<file path="src/design/gzhp_pkg.sv">
// Shared types, codes and helpers for the gzip member header parser.
`default_nettype none

package gzhp_pkg;

    // Header constants
    localparam logic [7:0] MAGIC_A        = 8'h1F;
    localparam logic [7:0] MAGIC_B        = 8'h8B;
    localparam logic [7:0] METHOD_DEFLATE = 8'd8;
    localparam logic [15:0] FIXED_SKIP    = 16'd6;
    localparam logic [15:0] HCRC_SKIP     = 16'd2;
    localparam logic [15:0] COUNT_MAX     = 16'hFFFF;

    // FLG bit positions
    localparam int FLG_HCRC_BIT    = 1;
    localparam int FLG_EXTRA_BIT   = 2;
    localparam int FLG_NAME_BIT    = 3;
    localparam int FLG_COMMENT_BIT = 4;
    localparam logic [7:0] FLG_RESERVED = 8'hE0;

    // Output class of a word; also used as the sticky reject code
    typedef enum logic [1:0] {
        CLS_HEADER     = 2'd0,
        CLS_PAYLOAD    = 2'd1,
        CLS_BAD_MAGIC  = 2'd2,
        CLS_BAD_METHOD = 2'd3
    } cls_t;

    // Header walk phases, one-hot
    typedef enum logic [11:0] {
        PH_MAGIC_A = 12'b0000_0000_0001,
        PH_MAGIC_B = 12'b0000_0000_0010,
        PH_METHOD  = 12'b0000_0000_0100,
        PH_FLAGS   = 12'b0000_0000_1000,
        PH_FIXED   = 12'b0000_0001_0000,
        PH_XLEN_LO = 12'b0000_0010_0000,
        PH_XLEN_HI = 12'b0000_0100_0000,
        PH_XDATA   = 12'b0000_1000_0000,
        PH_NAME    = 12'b0001_0000_0000,
        PH_COMMENT = 12'b0010_0000_0000,
        PH_HCRC    = 12'b0100_0000_0000,
        PH_PAYLOAD = 12'b1000_0000_0000
    } phase_t;

    // Earliest optional section to consider when moving on
    typedef enum logic [1:0] {
        FROM_EXTRA   = 2'd0,
        FROM_NAME    = 2'd1,
        FROM_COMMENT = 2'd2,
        FROM_HCRC    = 2'd3
    } from_t;

    // One input word
    typedef struct packed {
        logic [7:0] data;
        logic       start;
    } item_t;

    // One result word
    typedef struct packed {
        cls_t        cls;
        logic [7:0]  data;
        logic [15:0] hlen;
    } result_t;

    // First section at or after 'from' that the flags call for
    function automatic phase_t next_section(input logic [7:0] flags, input from_t from);
        phase_t ph;
        ph = PH_PAYLOAD;
        if (flags[FLG_HCRC_BIT])
            ph = PH_HCRC;
        if (from <= FROM_COMMENT && flags[FLG_COMMENT_BIT])
            ph = PH_COMMENT;
        if (from <= FROM_NAME && flags[FLG_NAME_BIT])
            ph = PH_NAME;
        if (from == FROM_EXTRA && flags[FLG_EXTRA_BIT])
            ph = PH_XLEN_LO;
        return ph;
    endfunction

endpackage

`default_nettype wire

</file>
<file path="src/design/gzhp_in_stage.sv">
// Input register stage: holds one incoming word until the walker takes it.
`default_nettype none

module gzhp_in_stage (
    input  wire logic           clk,
    input  wire logic           rst_n,
    input  wire logic           in_valid,
    output logic                in_ready,
    input  wire gzhp_pkg::item_t in_item,
    output logic                s_valid,
    input  wire logic           s_ready,
    output gzhp_pkg::item_t     s_item
);

    logic            valid_reg;
    gzhp_pkg::item_t item_reg;

    // Free when empty or when the held word moves on this cycle
    assign in_ready = !valid_reg || s_ready;
    assign s_valid  = valid_reg;
    assign s_item   = item_reg;

    // Valid flag
    always_ff @(posedge clk or negedge rst_n)
    begin
        if (!rst_n)
            valid_reg <= 1'b0;
        else if (in_ready)
            valid_reg <= in_valid;
    end

    // Payload
    always_ff @(posedge clk)
    begin
        if (in_valid && in_ready)
            item_reg <= in_item;
    end

endmodule

`default_nettype wire

</file>
<file path="src/design/gzhp_walker.sv">
// Header walk state and the per-word step logic.
`default_nettype none

module gzhp_walker (
    input  wire logic            clk,
    input  wire logic            rst_n,
    input  wire logic            fire,
    input  wire gzhp_pkg::item_t item,
    output gzhp_pkg::result_t    result
);

    gzhp_pkg::phase_t phase_reg, phase_next;
    logic [7:0]       flags_reg, flags_next;
    logic [15:0]      skip_reg, skip_next;
    logic [15:0]      count_reg, count_next;
    gzhp_pkg::cls_t   rej_reg, rej_next;

    gzhp_pkg::phase_t eff_phase;
    logic [7:0]       eff_flags;
    logic [15:0]      eff_skip;
    logic [15:0]      eff_count;
    gzhp_pkg::cls_t   eff_rej;
    logic [15:0]      skip_dec;
    logic [15:0]      xlen;
    gzhp_pkg::cls_t   cls;
    logic [7:0]       b;

    assign b = item.data;

    // Stream start restarts from the reset state
    always_comb
    begin
        eff_phase = item.start ? gzhp_pkg::PH_MAGIC_A : phase_reg;
        eff_flags = item.start ? 8'd0 : flags_reg;
        eff_skip  = item.start ? 16'd0 : skip_reg;
        eff_count = item.start ? 16'd0 : count_reg;
        eff_rej   = item.start ? gzhp_pkg::CLS_HEADER : rej_reg;
    end

    assign skip_dec = (eff_skip != 16'd0) ? (eff_skip - 16'd1) : 16'd0;
    assign xlen     = eff_skip | {b, 8'h00};

    // One step of the header walk
    always_comb
    begin
        phase_next = eff_phase;
        flags_next = eff_flags;
        skip_next  = eff_skip;
        count_next = eff_count;
        rej_next   = eff_rej;
        cls        = gzhp_pkg::CLS_HEADER;
        if (eff_rej != gzhp_pkg::CLS_HEADER) begin
            cls = eff_rej;
        end else if (eff_phase == gzhp_pkg::PH_PAYLOAD) begin
            cls = gzhp_pkg::CLS_PAYLOAD;
        end else begin
            case (eff_phase)
                gzhp_pkg::PH_MAGIC_A:
                begin
                    if (b != gzhp_pkg::MAGIC_A) rej_next = gzhp_pkg::CLS_BAD_MAGIC;
                    else phase_next = gzhp_pkg::PH_MAGIC_B;
                end
                gzhp_pkg::PH_MAGIC_B:
                begin
                    if (b != gzhp_pkg::MAGIC_B) rej_next = gzhp_pkg::CLS_BAD_MAGIC;
                    else phase_next = gzhp_pkg::PH_METHOD;
                end
                gzhp_pkg::PH_METHOD:
                begin
                    if (b != gzhp_pkg::METHOD_DEFLATE) rej_next = gzhp_pkg::CLS_BAD_METHOD;
                    else phase_next = gzhp_pkg::PH_FLAGS;
                end
                gzhp_pkg::PH_FLAGS:
                begin
                    if ((b & gzhp_pkg::FLG_RESERVED) != 8'd0) begin
                        rej_next = gzhp_pkg::CLS_BAD_METHOD;
                    end else begin
                        flags_next = b;
                        skip_next  = gzhp_pkg::FIXED_SKIP;
                        phase_next = gzhp_pkg::PH_FIXED;
                    end
                end
                gzhp_pkg::PH_FIXED:
                begin
                    skip_next = skip_dec;
                    if (skip_dec == 16'd0)
                        phase_next = gzhp_pkg::next_section(eff_flags, gzhp_pkg::FROM_EXTRA);
                end
                gzhp_pkg::PH_XDATA:
                begin
                    skip_next = skip_dec;
                    if (skip_dec == 16'd0)
                        phase_next = gzhp_pkg::next_section(eff_flags, gzhp_pkg::FROM_NAME);
                end
                gzhp_pkg::PH_XLEN_LO:
                begin
                    skip_next  = {8'd0, b};
                    phase_next = gzhp_pkg::PH_XLEN_HI;
                end
                gzhp_pkg::PH_XLEN_HI:
                begin
                    skip_next = xlen;
                    if (xlen == 16'd0)
                        phase_next = gzhp_pkg::next_section(eff_flags, gzhp_pkg::FROM_NAME);
                    else
                        phase_next = gzhp_pkg::PH_XDATA;
                end
                gzhp_pkg::PH_NAME:
                begin
                    if (b == 8'd0)
                        phase_next = gzhp_pkg::next_section(eff_flags, gzhp_pkg::FROM_COMMENT);
                end
                gzhp_pkg::PH_COMMENT:
                begin
                    if (b == 8'd0)
                        phase_next = gzhp_pkg::next_section(eff_flags, gzhp_pkg::FROM_HCRC);
                end
                gzhp_pkg::PH_HCRC:
                begin
                    skip_next = skip_dec;
                    if (skip_dec == 16'd0)
                        phase_next = gzhp_pkg::PH_PAYLOAD;
                end
                default:
                begin
                    phase_next = gzhp_pkg::PH_PAYLOAD;
                end
            endcase
            // Entering the header CRC loads its two-byte skip
            if (phase_next == gzhp_pkg::PH_HCRC && eff_phase != gzhp_pkg::PH_HCRC)
                skip_next = gzhp_pkg::HCRC_SKIP;
            // Rejecting word is not counted
            if (rej_next != gzhp_pkg::CLS_HEADER)
                cls = rej_next;
            else if (eff_count != gzhp_pkg::COUNT_MAX)
                count_next = eff_count + 16'd1;
        end
    end

    assign result.cls  = cls;
    assign result.data = b;
    assign result.hlen = count_next;

    // Control state
    always_ff @(posedge clk or negedge rst_n)
    begin
        if (!rst_n) begin
            phase_reg <= gzhp_pkg::PH_MAGIC_A;
            flags_reg <= 8'd0;
            skip_reg  <= 16'd0;
            count_reg <= 16'd0;
            rej_reg   <= gzhp_pkg::CLS_HEADER;
        end else if (fire) begin
            phase_reg <= phase_next;
            flags_reg <= flags_next;
            skip_reg  <= skip_next;
            count_reg <= count_next;
            rej_reg   <= rej_next;
        end
    end

    // A reject holds until the next stream start
    a_reject_sticky: assert property (@(posedge clk) disable iff (!rst_n)
        (fire && !item.start && rej_reg != gzhp_pkg::CLS_HEADER)
            |=> (rej_reg == $past(rej_reg) && count_reg == $past(count_reg)))
        else $error("reject code or count changed without stream start");

    // Header count only grows within a stream
    a_count_monotonic: assert property (@(posedge clk) disable iff (!rst_n)
        (fire && !item.start) |=> (count_reg >= $past(count_reg)))
        else $error("header count went down within a stream");

    // CRC skip stays within its two bytes
    a_hcrc_skip: assert property (@(posedge clk) disable iff (!rst_n)
        (phase_reg == gzhp_pkg::PH_HCRC) |-> (skip_reg == 16'd1 || skip_reg == 16'd2))
        else $error("header CRC skip count out of range");

endmodule

`default_nettype wire

</file>
<file path="src/design/gzip_header_parser.sv">
// Top level of the gzip member header parser: input stage, walker, result register.
//
//  channel | direction | handshake             | fields
//  --------+-----------+-----------------------+---------------------------------------
//  in      | input     | in_valid / in_ready   | data_in, stream_start
//  out     | output    | out_valid / out_ready | byte_class, data_out, header_length
//
// One word per cycle sustained while out_ready stays high; a word passes the input register,
// then the walker step into the result register, before out_valid rises.
// The walker step is one pass of the phase machine, so the walker never holds the rate below one.
// Reset (rst_n low) empties both registers and returns the walk to the first magic byte.
// A stalled output holds the result; the input register then fills and in_ready drops.
`default_nettype none

module gzip_header_parser (
    input  wire logic        clk,
    input  wire logic        rst_n,
    input  wire logic        in_valid,
    output logic             in_ready,
    input  wire logic [7:0]  data_in,
    input  wire logic        stream_start,
    output logic             out_valid,
    input  wire logic        out_ready,
    output logic [1:0]       byte_class,
    output logic [7:0]       data_out,
    output logic [15:0]      header_length
);

    gzhp_pkg::item_t   in_item;
    gzhp_pkg::item_t   s_item;
    gzhp_pkg::result_t step_res;
    logic              s_valid;
    logic              s_ready;
    logic              fire;

    logic              out_valid_reg;
    gzhp_pkg::result_t res_reg;

    assign in_item.data  = data_in;
    assign in_item.start = stream_start;

    gzhp_in_stage u_in_stage (
        .clk      (clk),
        .rst_n    (rst_n),
        .in_valid (in_valid),
        .in_ready (in_ready),
        .in_item  (in_item),
        .s_valid  (s_valid),
        .s_ready  (s_ready),
        .s_item   (s_item)
    );

    // Step when the result register is free or draining
    assign s_ready = !out_valid_reg || out_ready;
    assign fire    = s_valid && s_ready;

    gzhp_walker u_walker (
        .clk    (clk),
        .rst_n  (rst_n),
        .fire   (fire),
        .item   (s_item),
        .result (step_res)
    );

    // Result valid
    always_ff @(posedge clk or negedge rst_n)
    begin
        if (!rst_n)
            out_valid_reg <= 1'b0;
        else if (s_ready)
            out_valid_reg <= s_valid;
    end

    // Result payload
    always_ff @(posedge clk)
    begin
        if (fire)
            res_reg <= step_res;
    end

    assign out_valid     = out_valid_reg;
    assign byte_class    = res_reg.cls;
    assign data_out      = res_reg.data;
    assign header_length = res_reg.hlen;

endmodule

`default_nettype wire

</file>
<file path="config.mk">
export PLATFORM = sky130hd
export DESIGN_NAME = gzip_header_parser
export DESIGN_NICKNAME = d
export VERILOG_FILES = /design/src/design/gzhp_pkg.sv /design/src/design/gzhp_in_stage.sv /design/src/design/gzhp_walker.sv /design/src/design/gzip_header_parser.sv
export SDC_FILE = /design/constraint.sdc
export NUM_CORES = 1
export LEC_CHECK = 0
export BUFFER_PORTS_ARGS = -buffer_cell sky130_fd_sc_hd__buf_2
export CORE_UTILIZATION = 63
export CTS_BUF_LIST = sky130_fd_sc_hd__clkbuf_2 sky130_fd_sc_hd__clkbuf_4 sky130_fd_sc_hd__clkbuf_8
export CTS_CLUSTER_DIAMETER = 60
export DETAILED_ROUTE_END_ITERATION = 16
export PLACE_DENSITY_LB_ADDON = 0.15
export SLEW_MARGIN = 20
export SYNTH_ARGS = -nofsm -noshare
export SYNTH_HDL_FRONTEND = slang
export SYNTH_HIERARCHICAL = 1
export SYNTH_SLANG_ARGS = --single-unit
</file>
<file path="constraint.sdc">
create_clock -name clk -period 5.14 [get_ports clk]
set_input_delay 0.514 -clock clk [delete_from_list [all_inputs] [get_ports clk]]
set_output_delay 0.514 -clock clk [all_outputs]
set_load 0.05 [all_outputs]
</file>
; Yosys cells after proc, flatten, opt, wreduce, memory -nomap -nowiden
; Cells that the tools add are included.
[totals]
regBits = 91
inputBits = 13
out_inout_bits = 28
word_cells = 98
[op_classes]
add_sub_neg = 2
eq_ne = 18
n_mux = 50
bitwise = 1
n_reduce_logical = 15
[op_table]
columns = cell, n
row1 = $mux 12, 19
row2 = $mux 16, 11
row3 = $pmux 12 s11, 1
row4 = $pmux 16 s4, 1
row5 = $mux 8, 5
row6 = $logic_not 16->1, 2
row7 = $eq 12x11->1 const B, 2
row8 = $mux 2, 12
row9 = $add 16x1->16 const B, 1
row10 = $ne 16x16->1 const B, 1
row11 = $or 16x16->16, 1
row12 = $reduce_bool 16->1, 1
row13 = $sub 16x1->16 const B, 1
row14 = $eq 12x1->1 const B, 1
row15 = $eq 12x10->1 const B, 1
row16 = $eq 12x12->1 const B, 1
row17 = $eq 12x2->1 const B, 1
row18 = $eq 12x3->1 const B, 1
row19 = $eq 12x4->1 const B, 1
row20 = $eq 12x5->1 const B, 1
row21 = $eq 12x6->1 const B, 1
row22 = $eq 12x7->1 const B, 1
row23 = $eq 12x8->1 const B, 1
row24 = $eq 12x9->1 const B, 1
row25 = 12 further kinds, 17

; Depth between registers and ports, before layout
; Gate-level depths: netlist of run 1.
[logic_depth]
word_depth = 14
depth_mapped = 17
mapped_depth_nobuf = 11

; Hierarchy
; Netlist of run 1, hierarchy kept.
[by_module_without_submodules]
columns = module, n_inst, cells_per_inst, area_each_um2, seq_area_each_um2
row1 = gzhp_walker, 1, 534, 4212.8, 1252.5
row2 = gzip_header_parser, 1, 30, 834.6, 805.8
row3 = gzhp_in_stage, 1, 13, 324.1, 295.3

; Least setup slack after synthesis of run 1
; Ideal clock, no wire load.
[synth_path]
path_kind = register -> register
start = reg u_in_stage.item_reg (netlist bit u_in_stage/s_item[0])
end = reg u_walker.skip_reg[13]
setup_time_ns = 0.121
arrival_time_ns = 3.634
required_time_ns = 5.019
path_slack_ns = 1.385
stages_incl_launch_ff = 18
n_path_buf = 6
synth_period_minus_slack_ns = 3.755
path_cell_list = edfxtp_1 > buf_2 > buf_1 > inv_1 > clkbuf_1 > clkbuf_1 > nand2_1 > ha_1 > clkbuf_1 > nor3b_1 > a31oi_1 > a221oi_1 > nand3_1 > o21bai_2 > a41o_1 > nor4b_4 > buf_6 > nor2_1
[synth_via]
elab_chain_cells = 14
elab_cells_between_ends = 49
cone_classes = add/sub: 1 / eq/ne: 14 / mux: 27 / bitwise: 1 / reduce/logical: 6
[synth_rtl]
columns = item, line
row1 = start: declaration, gzhp_in_stage.sv:16  ; gzhp_pkg::item_t item_reg;
row2 = start signal: assignment, gzhp_in_stage.sv:36  ; item_reg <= in_item;
row3 = "parallel branches: the longest is 13 deep, another holds $sub 16x1->16", n/a
row4 = $mux 16 *, gzhp_walker.sv:52  ; if (eff_rej != gzhp_pkg::CLS_HEADER) begin
row5 = end signal: assignment, gzhp_walker.sv:156  ; skip_reg <= skip_next;
row6 = end: declaration, gzhp_walker.sv:14  ; logic [15:0] skip_reg, skip_next;
; Every way passes the cells marked *. The select of a mux whose other input is x is not followed.
; A chain may end at the register's enable or synchronous reset.

; Worst setup path in the final report of run 1
[layout_path]
start = reg u_in_stage.item_reg (netlist bit u_in_stage/s_item[0])
end = reg u_walker.skip_reg[7]
; Same word-level chain as after synthesis.

==> metrics.yaml, run 1 <==
clock_tree:
  clock-root-buffer: "clkbuf_8"
  cts_tree: "done"
  cts_resized: 0
  postCtsSetupBuffers: 0
  cts_max_path_buffers: 2
  cts_sinks: 87
  htree_num_levels: 3
  postCtsHoldBufs: 0
  numCtsBuffers: 9
  insertion_delay_ns: 0.36
  clk_pin_slew_ns: 0.10
routing:
  ant_nets: 0
  wirelength_mm: 14.22
  post_drt_wl_per_cell_microns: 20.17
  remaining_drc_errors: 0
  drt_iter0_markers: 531
  firstDrtPassIters: 6
  num_vias: 4911
  via_per_inst: 6.966
grt:
  grt_max_degree: 68
  grt_pass1_vias: 4540
  grt_use_met1_pct: 47.76
  grtUsageMet3_pct: 6.683
  antenna_found_initial: 0
  grt.busiest_layer: "met2"
  grt_use_met2_pct: 53.56
  grt_util_all_layers_pct: 34.25
  grt_first_pass_wirelength_mm: 23.29
  overflow: 0
die:
  die_h_microns: 94.34
  rows: 33
  ios: 41
  die_width_microns: 94.34
  coreArea_sq_mm: 0.008217
  die_area_sq_mm: 0.008899
  initial_core_util_pct: 65.37
timing:
  timing.fmax_mhz: 251.3
  worst_pin_slew_ns: 0.9421
  fin_crit_ns: 3.980
  finalSetupViolations: 0
  rsz0062_at_grt: "no"
  setup_ws_ns: 1.160
  finClkSkew_ns: 0.01211
  slew_headroom_pct: 36.53
  drv_slew: 0
  hold_violations: 0
  timing.final.crit_share_pct: 77.43
  setup_tns_ns: 0
yosys:
  yosys_warnings: 6
  avgSynthCellArea_sq_um: 9.309
  synth_nets: 592
  synth_area_sq_mm: 0.005371
  synth_ff_type: "dfrtp_1"
  syn_inst: 577
  ys_seq_elements: 87
  synth-seq-area-share_pct: 43.82
  ys_async_sr_fraction_pct: 59.77
  synth_cell_types: 78
  synth-edff-count: 35
final_layout:
  multiInputGateArea_sq_mm: 0.002766
  layout_commonest_cell: "nor2_1"
  nets: 610
  final_cell_mix: "nor2_1 (61), dfrtp_1 (51), a21oi_1 (44)"
  regArea_sq_mm: 0.002354
  fillers: 682
  layout-drive-gt1-share_pct: 15.17
  antenna_cells: 0
  area_growth_pct: 6.942
place:
  hpwlAfterDp_mm: 9.818
  portBuffers: 40
  gp_congestion: 0.9514
  place_ws_ns: 1.214
setup_path:
  cp_num_buf_inv: 1
  worstSetupPathType: "register to register"
  crit_slowest_cell: "nor4b_4"
  crit_start: "u_in_stage/s_item[0]"
  arrival_ns: 4.19
  crit_family: "simple AND/OR/NAND/NOR gates"
  worstPathRequired_ns: 5.35
  cpPeakStageDelay_ns: 0.75
  path_cells: "inv_1 -> nand2_1 -> ha_1 -> o21ai_0 -> nor3_1 -> mux2_2 -> nor3_1 -> a41o_1 -> nor4b_4 -> nor2_1"
  path_max_fanout: 16
  worst_path_most_repeated_cell: "nor3_1"
  endpoint_kind: "register"
  setup.worst_path.start_class: "register"
  r2r-start: "u_in_stage/s_item[0]"
outcome:
  status: "finished, final reports clean"
worst_hold_path:
  worstHoldPathType: "input port to async pin"
pwr:
  vdd_drop_max_uv: 180.1
  p_leak_nw: 2.265
  powerDensity_mw_per_mm2: 412.5
job:
  drv_cap: 0
[synthesized netlist by cell type, drive strengths merged, types with 4 or more instances]
cell type  instances  share of area (%)
nor3b              6               0.84
a22oi              7               0.98
o21a               6               0.84
dfrtp             51                 24
nand2b            14                1.9
or3                7               0.82
a211oi             4               0.79
nor3              23                2.1
nor4b              5                1.1
nor4              15                2.8
inv               14               0.98
o21ai             25                2.3
xor2               5               0.82
nor2              61                4.3
o311ai             8                1.4
mux2i              6                1.1
nor2b             13                1.5
a21oi             44                4.1
buf               19                2.4
or2                8               0.98
nand3             21                2.0
xnor2             11                1.8
o2111ai            4               0.65
edfxtp            35                 20
and3               9                1.0
o211a              4               0.75
o21bai             4               0.63
a22o               5               0.82
clkbuf            19                1.3
and2               5               0.68
nand2             43                3.0
o22ai              6               0.70
nand4             14                1.6
a31oi              8               0.93
[cell type report]
cell class / count / area share, %
clock buffer: 9 / 2.156
tap: 105 / 2.287
clock inverter: 7 / 1.372
timing repair buffer: 45 / 4.139
inverter: 14 / 0.9148
multi-input combinational: 438 / 48.16
sequential: 87 / 40.97
[metrics by stage]
stage	total power [mW]	instances	cell area (sq um)	hold slack [ns]	util, %
floorplan	1.663	577	5371	0.2184	-
global placement	1.837	689	5542	0.5198	67.44
detailed placement	1.856	689	5542	0.5386	67.44
CTS	2.353	705	5744	0.2954	69.91
global route	2.503	705	5744	0.2968	69.91
finish	2.370	705	5744	0.2679	69.91
[power breakdown]
| part | internal [mW] | switching [mW] |
|---|---|---|
| clock | 0.231 | 0.270 |
| combinational | 0.301 | 0.523 |
| sequential | 0.859 | 0.185 |
| total | 1.39 | 0.978 |
[routing by layer]
metal / part of all wire, % / vias to the layer above
li1: - / 2198
met1: 41 / 2358
met2: 46 / 313
met3: 9.8 / 42
met4: 2.9 / 0
met5: 0 / -
[worst paths after layout]
kind / slack, ns / end / cells past startpoint
max: 1.16 / u_walker/skip_reg[7] / 10
min: 0.27 / u_walker/phase_reg[1] / 2
max reg2reg: 1.16 / u_walker/skip_reg[7] / 10
min reg2reg: 0.56 / u_walker/count_reg[12] / 1
max in group asynchronous: 4.40 / u_walker/skip_reg[15] / 2
min in group clk: 0.32 / u_in_stage/s_item[4] / 1
[worst register-to-register path, cell delays in order (launching register included)]
cell	delay, ns
edfxtp_1	0.36
inv_1	0.22
nand2_1	0.19
ha_1	0.45
o21ai_0	0.33
nor3_1	0.32
mux2_2	0.38
nor3_1	0.40
a41o_1	0.30
nor4b_4	0.75
nor2_1	0.13
[cell families (layout without fill, tap and decap cells)]
kind of cell | Yosys count | in the layout | share of synthesized area (%)
flops | 87 | 87 | 43.82
xor+xnor | 16 | 16 | 2.609
simple gates | 258 | 258 | 27.07
mux | 9 | 9 | 1.747
compound gates | 153 | 153 | 19.61
buf+inv | 52 | 75 | 4.682
fa+ha+maj | 2 | 2 | 0.4658
(Power assumes the default switching activity.)
==> run 2: changes to the inputs <==
==> constraint.sdc (replaced) <==
create_clock -name clk -period 4.1 [get_ports clk]
set_input_delay 0.41 -clock clk [delete_from_list [all_inputs] [get_ports clk]]
set_output_delay 0.41 -clock clk [all_outputs]
set_load 0.05 [all_outputs]
==> metrics.yaml, run 2 (synthesis gave the netlist of run 1 again) <==
outcome:
  status: "finished, final reports clean"  # unchanged
place:
  hpwlAfterDp_mm: 10.29  # was 9.818 mm
  gp_congestion: 0.9895  # was 0.9514
  place_inst: 695  # was 689
  portBuffers: 40  # unchanged
final_layout:
  instances_no_fill: 711  # was 705
  layout_commonest_cell: "nor2_1"  # unchanged
  layout-drive-gt1-share_pct: 16.17  # was 15.17%
  area_growth_pct: 8.176  # was 6.942%
  final_cell_mix: "nor2_1 (61), dfrtp_1 (51), a21oi_1 (44)"  # unchanged
  nets: 616  # was 610
  antenna_cells: 0  # unchanged
  utilization_pct: 70.72  # was 69.91%
routing:
  num_vias: 4857  # was 4,911
  post_drt_wl_per_cell_microns: 20.91  # was 20.17 microns
  drt_iter0_markers: 489  # was 531
  wirelength_mm: 14.87  # was 14.22 mm
  route.met2.wl_mm: 6.857  # was 6.576 mm
  ant_nets: 0  # unchanged
  via_per_inst: 6.831  # was 6.966
  wl_met1_mm: 6.090  # was 5.828 mm
  firstDrtPassIters: 5  # was 6
  met3WireLength_mm: 1.494  # was 1.396 mm
  routed.top_layer: "met5"  # was met4
  remaining_drc_errors: 0  # unchanged
timing:
  timing.fmax_mhz: 284.7  # was 251.3 MHz
  slew_headroom_pct: 42.39  # was 36.53%
  drv_slew: 0  # unchanged
  finClkSkew_ns: 0.009023  # was 0.01211 ns
  worst_pin_slew_ns: 0.8551  # was 0.9421 ns
  fin_crit_ns: 3.512  # was 3.980 ns
  timing.final.crit_share_pct: 85.66  # was 77.43%
  finalSetupViolations: 0  # unchanged
  setup_tns_ns: 0  # unchanged
  hold_ws_ns: 0.1563  # was 0.2679 ns
  rsz0062_at_grt: "no"  # unchanged
  hold_violations: 0  # unchanged
clock_tree:
  cts_sinks: 87  # unchanged
  postCtsSetupBuffers: 0  # unchanged
  cts_max_path_buffers: 2  # unchanged
  postCtsHoldBufs: 0  # unchanged
  cts_tree: "done"  # unchanged
  cts_resized: 0  # unchanged
  clk_pin_slew_ns: 0.09  # was 0.10 ns
  insertion_delay_ns: 0.36  # about the same
  numCtsBuffers: 9  # unchanged
  clock-root-buffer: "clkbuf_8"  # unchanged
  htree_num_levels: 3  # unchanged
grt:
  overflow: 0  # unchanged
  grt_first_pass_wirelength_mm: 23.94  # was 23.29 mm
  grt_pass1_vias: 4569  # was 4,540
  grt_util_all_layers_pct: 35.77  # was 34.25%
  grt_max_degree: 54  # was 68
  antenna_found_initial: 1  # was 0
die:
  rows: 33  # unchanged
  die_area_sq_mm: 0.008899  # unchanged
  ios: 41  # unchanged
  die_width_microns: 94.34  # unchanged
  coreArea_sq_mm: 0.008217  # unchanged
  initial_core_util_pct: 65.37  # unchanged
  die_h_microns: 94.34  # unchanged
setup_path:
  rrSetupSlack_ns: 0.59  # was 1.16 ns
  worstSetupPathType: "register to register"  # unchanged
  endpoint_kind: "register"  # unchanged
  arrival_ns: 3.62  # was 4.19 ns
  worstPathRequired_ns: 4.21  # was 5.35 ns
  setup.worst_path.start_class: "register"  # unchanged
  path_max_fanout: 44  # was 16
worst_hold_path:
  worstHoldPathType: "input port to async pin"  # unchanged
pwr:
  finalPower_mw: 3.042  # was 2.370 mW
  p_leak_nw: 2.303  # was 2.265 nW
  powerDensity_mw_per_mm2: 523.5  # was 412.5 mW/mm^2
  vdd_drop_max_uv: 320.7  # was 180.1 uV
job:
  drv_cap: 0  # unchanged
-- run 2: cell count changes in the layout (fill, tap and decap cells not counted) --
| cell | before | now |
|---|---|---|
| buf_4 | 5 | 11 |
| bufinv_16 | 1 | 2 |
| clkbuf_4 | 0 | 1 |
| clkinv_1 | 1 | 0 |
| clkinv_4 | 1 | 0 |
| clkinvlp_4 | 1 | 2 |
| inv_8 | 1 | 0 |
-- run 2: critical path: stages (launching register included) --
cell and delay, ns:
edfxtp_1 0.39, buf_4 0.29, nor4_2 0.70, o2111ai_1 0.42
a21oi_1 0.52, a211oi_4 0.11, and2_1 0.32, and4_1 0.30
xnor2_1 0.15, nor2_1 0.05
-- run 2: metal layers --
layer | vias to the layer above | track usage (%)
met3 | 36 | 8.293
li1 | 2204 | -
met4 | 2 | 13.97
met5 | - | 0
met2 | 320 | 54.53
met1 | 2295 | 49.45
-- run 2: worst paths after layout --
path | endpoint | cells past startpoint | from
min reg2reg | data_out[5] | 0 | u_in_stage/s_item[6]
min in group clk | u_in_stage/s_item[2] | 1 | data_in[1]
max | header_length[4] | 9 | u_in_stage/s_item[0]
max reg2reg | header_length[4] | 9 | u_in_stage/s_item[0]
max in group asynchronous | u_walker/skip_reg[15] | 2 | rst_n
min | u_walker/phase_reg[5] | 2 | rst_n
-- run 2: area by class of cell --
type / count / area, sq um
tap: 105 / 131.4
sequential: 87 / 2354
timing repair buffer: 51 / 282.8
fill: 639 / 2406
multi-input combinational: 438 / 2766
inverter: 14 / 52.55
clock buffer: 10 / 131.4
clock inverter: 6 / 92.59
-- run 2: where the power goes --
group          internal (mW)  total (mW)  switching, mW
clock network          0.355       0.686          0.331
logic                  0.386        1.05          0.662
registers               1.08        1.31          0.231
-- run 2: stage by stage --
stage	instance area [sq um]	setup slack (ns)
6_report	5811	0.5878
5_1_grt	5811	0.3522
4_1_cts	5811	0.6605
3_5_place_dp	5587	0.6894
3_3_place_gp	5587	0.7441
2_1_floorplan	5371	0.3453
==> run 3: changes to the inputs <==
--- a/config.mk
+++ b/config.mk
@@ -11,8 +11,10 @@
 export CTS_CLUSTER_DIAMETER = 60
 export DETAILED_ROUTE_END_ITERATION = 16
 export PLACE_DENSITY_LB_ADDON = 0.15
+export RECOVER_POWER = 100
 export SLEW_MARGIN = 20
 export SYNTH_ARGS = -nofsm -noshare
 export SYNTH_HDL_FRONTEND = slang
 export SYNTH_HIERARCHICAL = 1
 export SYNTH_SLANG_ARGS = --single-unit
+export TNS_END_PERCENT = 10
==> metrics.yaml, run 3 (synthesis gave the netlist of run 1 again) <==
clock_tree:
  cts_resized: 0  # unchanged
  numCtsBuffers: 9  # unchanged
  clk_pin_slew_ns: 0.09  # about the same
  insertion_delay_ns: 0.36  # about the same
  cts_max_path_buffers: 2  # unchanged
  cts_sinks: 87  # unchanged
  postCtsHoldBufs: 0  # unchanged
  clock-root-buffer: "clkbuf_8"  # unchanged
  cts_tree: "done"  # unchanged
  postCtsSetupBuffers: 0  # unchanged
  htree_num_levels: 3  # unchanged
outcome:
  violations: "capacitance limit, slew limit"
  status: "complete, but fails checks"  # was finished, final reports clean
place:
  hpwlAfterDp_mm: 10.29  # unchanged
  postPlaceCellArea_sq_mm: 0.005587  # unchanged
  gp_congestion: 0.9895  # unchanged
  place_inst: 695  # unchanged
  place_ws_ns: 0.6894  # unchanged
  portBuffers: 40  # unchanged
die:
  die_area_sq_mm: 0.008899  # unchanged
  ios: 41  # unchanged
  die_width_microns: 94.34  # unchanged
  initial_core_util_pct: 65.37  # unchanged
  coreArea_sq_mm: 0.008217  # unchanged
  die_h_microns: 94.34  # unchanged
  rows: 33  # unchanged
worst_hold_path:
  worstHoldPathType: "input port to register"  # was input port to async pin
  whs_path_depth: 1
final_layout:
  final_cell_mix: "nor2_1 (61), dfrtp_1 (51), a21oi_1 (44)"  # unchanged
  utilization_pct: 69.88  # was 70.72%
  layout_commonest_cell: "nor2_1"  # unchanged
  design_area_sq_mm: 0.005742  # was 0.005811 sq mm
  nets: 616  # unchanged
  instances_no_fill: 711  # unchanged
  area_growth_pct: 6.895  # was 8.176%
  antenna_cells: 0  # unchanged
  layout-drive-gt1-share_pct: 10.40  # was 16.17%
grt:
  grt_use_met2_pct: 54.53  # unchanged
  grt_max_degree: 54  # unchanged
  grt_util_all_layers_pct: 35.77  # unchanged
  grt_use_met1_pct: 49.45  # unchanged
  grtUsageMet3_pct: 8.293  # unchanged
  grt_first_pass_wirelength_mm: 23.94  # unchanged
  overflow: 0  # unchanged
  antenna_found_initial: 1  # unchanged
  grt_pass1_vias: 4569  # unchanged
  grt.busiest_layer: "met2"  # unchanged
timing:
  hold_violations: 0  # unchanged
  rsz0062_at_grt: "no"  # unchanged
  finalSetupViolations: 0  # unchanged
  slew_headroom_pct: -96.10  # was 42.39%
  timing.final.crit_share_pct: 88.62  # was 85.66%
  finClkSkew_ns: 0.01138  # was 0.009023 ns
  fin_crit_ns: 3.633  # was 3.512 ns
  setup_tns_ns: 0  # unchanged
  worst_pin_slew_ns: 2.942  # was 0.8551 ns
  hold_ws_ns: 0.2227  # was 0.1563 ns
  setup_ws_ns: 0.4666  # was 0.5878 ns
  timing.fmax_mhz: 275.2  # was 284.7 MHz
  drv_slew: 53  # was 0
setup_path:
  worstSetupPathType: "register to register"  # unchanged
  arrival_ns: 3.93  # was 3.62 ns
  setup.worst_path.start_class: "register"  # unchanged
  path_cells: "nor4_2 -> nand3b_1 -> nor3_1 -> mux2_1 -> nor3_1 -> a41o_1 -> nor4b_4 -> buf_4 -> nand2b_1"  # was buf_4 -> nor4_2 -> o2111ai_1 -> a21oi_1 -> a211oi_4 -> and2_1 -> and4_1 -> xnor2_1 -> nor2_1
  worst_path_most_repeated_cell: "nor3_1"
  endpoint_kind: "register"  # unchanged
  cpPeakStageDelay_ns: 0.82  # was 0.70 ns
  crit_slowest_cell: "nor4_2"  # unchanged
  crit_family: "simple AND/OR/NAND/NOR gates"  # unchanged
  worstPathRequired_ns: 4.39  # was 4.21 ns
  path_max_fanout: 16  # was 44
  crit_cells: 9  # unchanged
  reg2reg_depth: 9  # unchanged
  cp_num_buf_inv: 1  # unchanged
pwr:
  comb_power_share_pct: 34.1  # was 34.4%
  switching_share_pct: 40.38  # was 40.23%
  powerDensity_mw_per_mm2: 527.1  # was 523.5 mW/mm^2
  p_leak_nw: 2.194  # was 2.303 nW
  p_int_mw: 1.804  # was 1.818 mW
  finalPower_mw: 3.027  # was 3.042 mW
  vdd_drop_max_uv: 322.3  # was 320.7 uV
  clkPwrFrac_pct: 22.6  # was 22.5%
  power.switching_mw: 1.222  # was 1.224 mW
  pwr-share-seq_pct: 43.3  # was 43.0%
routing:
  firstDrtPassIters: 6  # was 5
  remaining_drc_errors: 0  # unchanged
  via_per_inst: 6.899  # was 6.831
  drt_iter0_markers: 512  # was 489
  post_drt_wl_per_cell_microns: 21.08  # was 20.91 microns
  num_vias: 4905  # was 4,857
  wirelength_mm: 14.99  # was 14.87 mm
  ant_nets: 0  # unchanged
job:
  drv_cap: 1  # was 0
## run 3: cell count changes in the layout (fill, tap and decap cells not counted), sizes merged
cell,change
buf,-29
clkbuf,+29
## run 3: power by group through the flow
stage	Combinational (mW)	Sequential (mW)	Clock [mW]
global placement	0.997	1.30	0
floorplan	0.748	1.34	0
global route	1.13	1.33	0.729
CTS	1.02	1.30	0.691
finish	1.03	1.31	0.684
detailed placement	1.02	1.31	0
## run 3: area by class of cell
| class | count | area [sq um] |
|---|---|---|
| Multi-Input combinational cell | 438 | 2736 |
| Fill cell | 658 | 2475 |
| Sequential cell | 87 | 2354 |
| Timing Repair Buffer | 51 | 244.0 |
| Clock buffer | 10 | 131.4 |
| Tap cell | 105 | 131.4 |
| Clock inverter | 6 | 92.59 |
| Inverter | 14 | 52.55 |
## run 3: worst paths after layout
| kind | start | endpoint | slack (ns) |
|---|---|---|---|
| worst max-delay path | u_walker/skip_reg[4] | u_walker/skip_reg[1] | 0.47 |
| worst min-delay path | data_in[1] | u_in_stage/s_item[2] | 0.22 |
| worst max register to register | u_walker/skip_reg[4] | u_walker/skip_reg[1] | 0.47 |
| worst min register to register | u_in_stage/s_valid | out_valid | 0.50 |
| max in group asynchronous | rst_n | u_walker/skip_reg[15] | 1.34 |
| min in group asynchronous | rst_n | u_walker/phase_reg[5] | 1.08 |
## run 3: metal layers
metal / vias up / share of wire (%)
li1: 2205 / -
met4: 2 / 2.8
met1: 2331 / 41
met2: 325 / 46
met5: - / 0.087
met3: 42 / 11
